--- src/sv/aabb_ram.sv ---
// ----------------------------------------------------------------------------
// aabb_ram
// Generic single-write, single-read synchronous RAM with registered read.
// Read data holds while read enable is low.
// ----------------------------------------------------------------------------
module aabb_ram #(
	parameter int WIDTH = 32,
	parameter int DEPTH = 64
) (
	input  logic                     clk,
	input  logic                     we,
	input  logic [$clog2(DEPTH)-1:0] waddr,
	input  logic [WIDTH-1:0]         wdata,
	input  logic                     re,
	input  logic [$clog2(DEPTH)-1:0] raddr,
	output logic [WIDTH-1:0]         rdata
);

	logic [WIDTH-1:0] mem_q [DEPTH];

	// write port
	always_ff @(posedge clk) begin
		if (we) begin
			mem_q[waddr] <= wdata;
		end
	end

	// registered read port
	always_ff @(posedge clk) begin
		if (re) begin
			rdata <= mem_q[raddr];
		end
	end

endmodule

--- config.mk ---
export PLATFORM = sky130hd
export DESIGN_NAME = aabb_ram
export DESIGN_NICKNAME = d
export VERILOG_FILES = /design/src/sv/aabb_ram.sv
export SDC_FILE = /design/constraint.sdc
export NUM_CORES = 2
export LEC_CHECK = 0
export ABC_AREA = 0
export BUFFER_PORTS_ARGS = -buffer_cell sky130_fd_sc_hd__buf_2
export CORE_MARGIN = 4
export CORE_UTILIZATION = 57
export CTS_CLUSTER_DIAMETER = 120
export CTS_CLUSTER_SIZE = 24
export DETAILED_ROUTE_END_ITERATION = 10
export PLACE_DENSITY_LB_ADDON = 0.25
export SETUP_SLACK_MARGIN = 0.15
export SYNTH_ARGS = -nofsm -noshare
export SYNTH_HDL_FRONTEND = slang
export SYNTH_SLANG_ARGS = --single-unit
export TNS_END_PERCENT = 30
--- constraint.sdc ---
create_clock -name clk -period 3.9 [get_ports clk]
set_input_delay 0.78 -clock clk [delete_from_list [all_inputs] [get_ports clk]]
set_output_delay 0.78 -clock clk [all_outputs]
set_load 0.02 [all_outputs]
# == After elaboration in Yosys (flattened, before gate mapping) ==
# Memory sizes are Yosys's and may differ from the RTL's. A register that Yosys moved wholly into a read port is not among the register bits.
# Cells that the tools add are included.
# classes
mux,2
# op_table
op,n
$mux W1,2
# totals
mem_count,1
in_bits,47
output_inout_bits,32
regBits,0
ramBits,2048
# memory_table
name,depth,word_bits,rd,rd_clocked_by_memory_dff,wr,line,rtl
mem_q,64,32,1,1,1,19,logic [WIDTH-1:0] mem_q [DEPTH];

# == Logic depth before layout (Yosys ltp) ==
# depth
word_depth,2
ltp_mapped,10
mapped_depth_nobuf,5

# == Worst setup path after synthesis ==
# Ideal clock, no wire load.
# synth_path
path_kind,input-to-reg
start,input port waddr[3]
end,memory mem_q[48][0] (enable)
stages,4
setup_time_ns,0.461
slack_ns,-0.040
n_path_buf,1
arrival_time_ns,3.479
cell_sequence,clkbuf_1 -> nor2b_1 -> nand4b_1 -> nor3_1
# synth_rtl
item,line,rtl
from (decl),12,"input logic [$clog2(DEPTH)-1:0] waddr,"
to (decl),19,
# Straight into the memory's write port.

==> summary.md <==
| Metric | Value |
|---|---|
| Netlist cell types | 33 |
| Main combinational cell family by area after synthesis | multiplexers |
| Comb power frac | 6.0% |
| Power share of the sequential group | 65.2% |
| RSZ-0062 raised after global routing | false |
| Clock network fraction of total power | 28.8% |
| Design area | 85,700 µm² |
| Delay-heaviest family, CP | multiplexers |
| Most common cell after layout, fill and taps aside | edfxtp_1 |
| Mapped Cells | 3,324 |
| Antenna violations before repair | 18 |
| Leak Pwr | 26.1 nW |
| Vias per cell | 6.98 |
| WL/cell | 36.6 µm |
| First-pass GRT wire length | 277,000 µm |
| XOR/XNOR Fraction of Synth Area | 0% |
| IO Port Bufs | 78 |
| DRT iter0 DRCs | 5,524 |
| Crit-path max cell delay | 0.52 ns |
| DRT antenna net count | 0 |
| Placed insts | 5,215 |
| Ports | 79 |
| Worst path slowest cell | mux4_2 |
| Seq cells post-synth | 2,080 |
| Placed Area | 83,100 µm² |
| Worst EP arrival | 3.38 ns |
| FMAX | 0.344 GHz |
| Initial Utilization | 57.3% |
| Post-synthesis compound-gate area fraction | 1.67% |
| CORE AREA | 137,000 µm² |
| 1st-pass router iterations | 5 |
| VDD IR max | 0.298 mV |
| CTS tree | yes |
| Vias in the first global route | 37,357 |
| Crit Path Class | input port to register |
| Post-synthesis mux area share | 16.7% |
| CP startpoint kind | input port |
| Worst-path maximum fanout | 27 |
| Clk_lat worst skew | 0.76 ns |
| Area Overhead vs Synth | 8.68% |
| Congestion Overflow GR | 0 |
| Fin worst setup slack | 0.993 ns |
| Layout cells sized above 1 | 28.2% |
| Final min period | 2.91 ns |
| CTS Sinks | 2,080 |
| Clock transition at the registers of the reported paths | 0.10 ns |
| Final period util | 74.5% |
| Final Non-Filler Cells | 5,327 |
| Clock Tree Buf Depth | 3 |
| Die span in x | 380 µm |
| Synth Area in Adders | 0% |
| CTS H-tree lvls | 3 |
| Post-CTS Resized | 0 |
| Crit. End Element | register |
| Slew Viols, Final | 0 |
| Pre-CTS WS | 0.172 ns |
| Setup violations, final | 0 |
| Crit-path cells | buf_8 -> buf_12 -> buf_12 -> mux4_2 -> mux4_2 -> o22ai_1 -> nor2_1 |
| Final hold violations | 0 |
| Max-slew headroom | 13.3% |
| PD cells | 445 nW/µm² |
| All-layer global routing usage | 27.2% |
| # DRC | 0 |
| Die area | 144,000 µm² |
| DR vias | 37,185 |
| Worst Path Buf+Inv | 3 |
| Pint | 30.2 mW |
| Status | finished, final reports clean |
| Post-Syn Area | 78,800 µm² |
| Number of fill cells | 8,954 |
| Syn. warnings | 0 |
| Hold Crit Class | input port to register |
| Root buffer cell | clkbuf_16 |
| Syn avg cell area | 23.7 µm² |
| Largest net degree at the start of global routing | 72 |
| Switching pwr | 7.94 mW |
| Routed WL | 195,000 µm |
| Most frequent cells in the layout | 2,080 x edfxtp_1, 544 x mux4_2, 161 x buf_4, 98 x clkbuf_16, 93 x mux2i_1 |
| CP Data Required Time | 4.37 ns |
| Final nets | 3,566 |
| CTS buffer count | 96 |
| Final HPWL DP | 111,000 µm |
| Syn_nets | 3,371 |
| Synth Area in Simple Gates | 1.26% |
| Chip Height | 380 µm |
| Post-CTS Setup Bufs | 0 |
| Actual slew at the worst max-slew pin | 1.30 ns |
| Row cnt | 136 |
| Clk_skew | 0.0299 ns |
| Placer Congestion | 0.820 |
| Share of the yosys chip area belonging to registers | 79.2% |
| Hold slack | 0.703 ns |
| Area of the multi-input gates | 16,000 µm² |
| Switching share of power | 20.8% |
| Hold_buf cts | 0 |
| Area occupied by registers | 62,500 µm² |
| Max-Cap Viols | 0 |
[flip-flops by register name (all words and copies together) (netlist names)]
signal and count:
mem_q 2048, rdata 32
[power groups by stage]
stage	Sequential [mW]	Combinational, mW	Clock, mW
after floorplan	25.4	1.20	0
after global placement	25.4	2.22	0
after detailed placement	25.4	2.29	0
after CTS	24.9	2.30	11.1
after global routing	24.9	2.42	12.0
final	24.9	2.29	11.0
[metal layers]
| metal | track usage [%] | vias to the layer above | part of all wire [%] | wire [µm] |
|---|---|---|---|---|
| met3 | 6.13 | 335 | 12 | 24000 |
| met4 | 7.55 | 12 | 3.3 | 6350 |
| li1 | - | 14513 | - | - |
| met5 | 0 | - | 0.037 | 72 |
| met2 | 42.2 | 2312 | 48 | 92900 |
| met1 | 39.8 | 20013 | 37 | 71700 |
[Yosys cell counts]
master	number	area (µm²)
or2_0	1	6.26
or3_1	3	18.8
or3b_1	2	17.5
nor2b_1	15	93.8
a21oi_1	62	310
a311oi_1	8	70.1
mux2i_1	93	931
buf_4	25	188
nor3_1	7	35.0
o221ai_1	27	236
a41o_1	4	40.0
nand4_1	2	12.5
a22oi_1	12	90.1
or3b_2	3	26.3
or2_1	1	6.26
edfxtp_1	2080	62500
buf_6	5	56.3
mux4_2	544	12300
clkbuf_1	74	278
a31oi_1	1	6.26
nand3_1	5	25.0
nand2_1	26	97.6
buf_2	57	285
nor2_1	137	514
buf_1	21	78.8
or2_2	1	6.26
nand4b_1	1	8.76
nand3b_1	5	37.5
nand2b_1	8	50.1
and3_1	4	25.0
o22ai_1	84	526
o32ai_1	4	35.0
and2_1	2	12.5
[worst min-delay path: cells and delay by family]
kind	cells	cell delay (ns)
buffers and inverters	2	0.42
and+or+nand+nor	1	0.07
[worst paths after layout]
kind                            slack [ns]  depth (start not counted)             to     startpoint
worst max-delay path                  0.99                          7      rdata[10]       raddr[0]
worst max register to register        1.51                          4      rdata[18]  mem_q[15][18]
worst min register to register        0.83                          4      rdata[17]  mem_q[28][17]
worst min-delay path                  0.70                          3  mem_q[48][10]       waddr[1]
[layout make-up]
| type | instances | share of cell area [%] |
|---|---|---|
| antenna | 8 | 0.0234 |
| tap | 1794 | 2.62 |
| clock buffer | 98 | 2.86 |
| clock inverter | 6 | 0.101 |
| multi-input combinational | 1062 | 18.6 |
| timing repair buffer | 279 | 2.85 |
| sequential | 2080 | 72.9 |
[cell families after synthesis]
| group | Yosys count |
|---|---|
| simple gates | 223 |
| flops | 2080 |
| compound gates | 202 |
| mux | 637 |
| buf+inv | 182 |
[through the flow]
stage	setup TNS [ns]	utilization, %	power, mW
2_1_floorplan	-1.06	-	26.6
3_3_place_gp	0	60.5	27.6
3_5_place_dp	0	60.5	27.7
4_1_cts	0	62.3	38.3
5_1_grt	0	62.3	39.3
6_report	0	62.3	38.1
(Power assumes the default switching activity.)
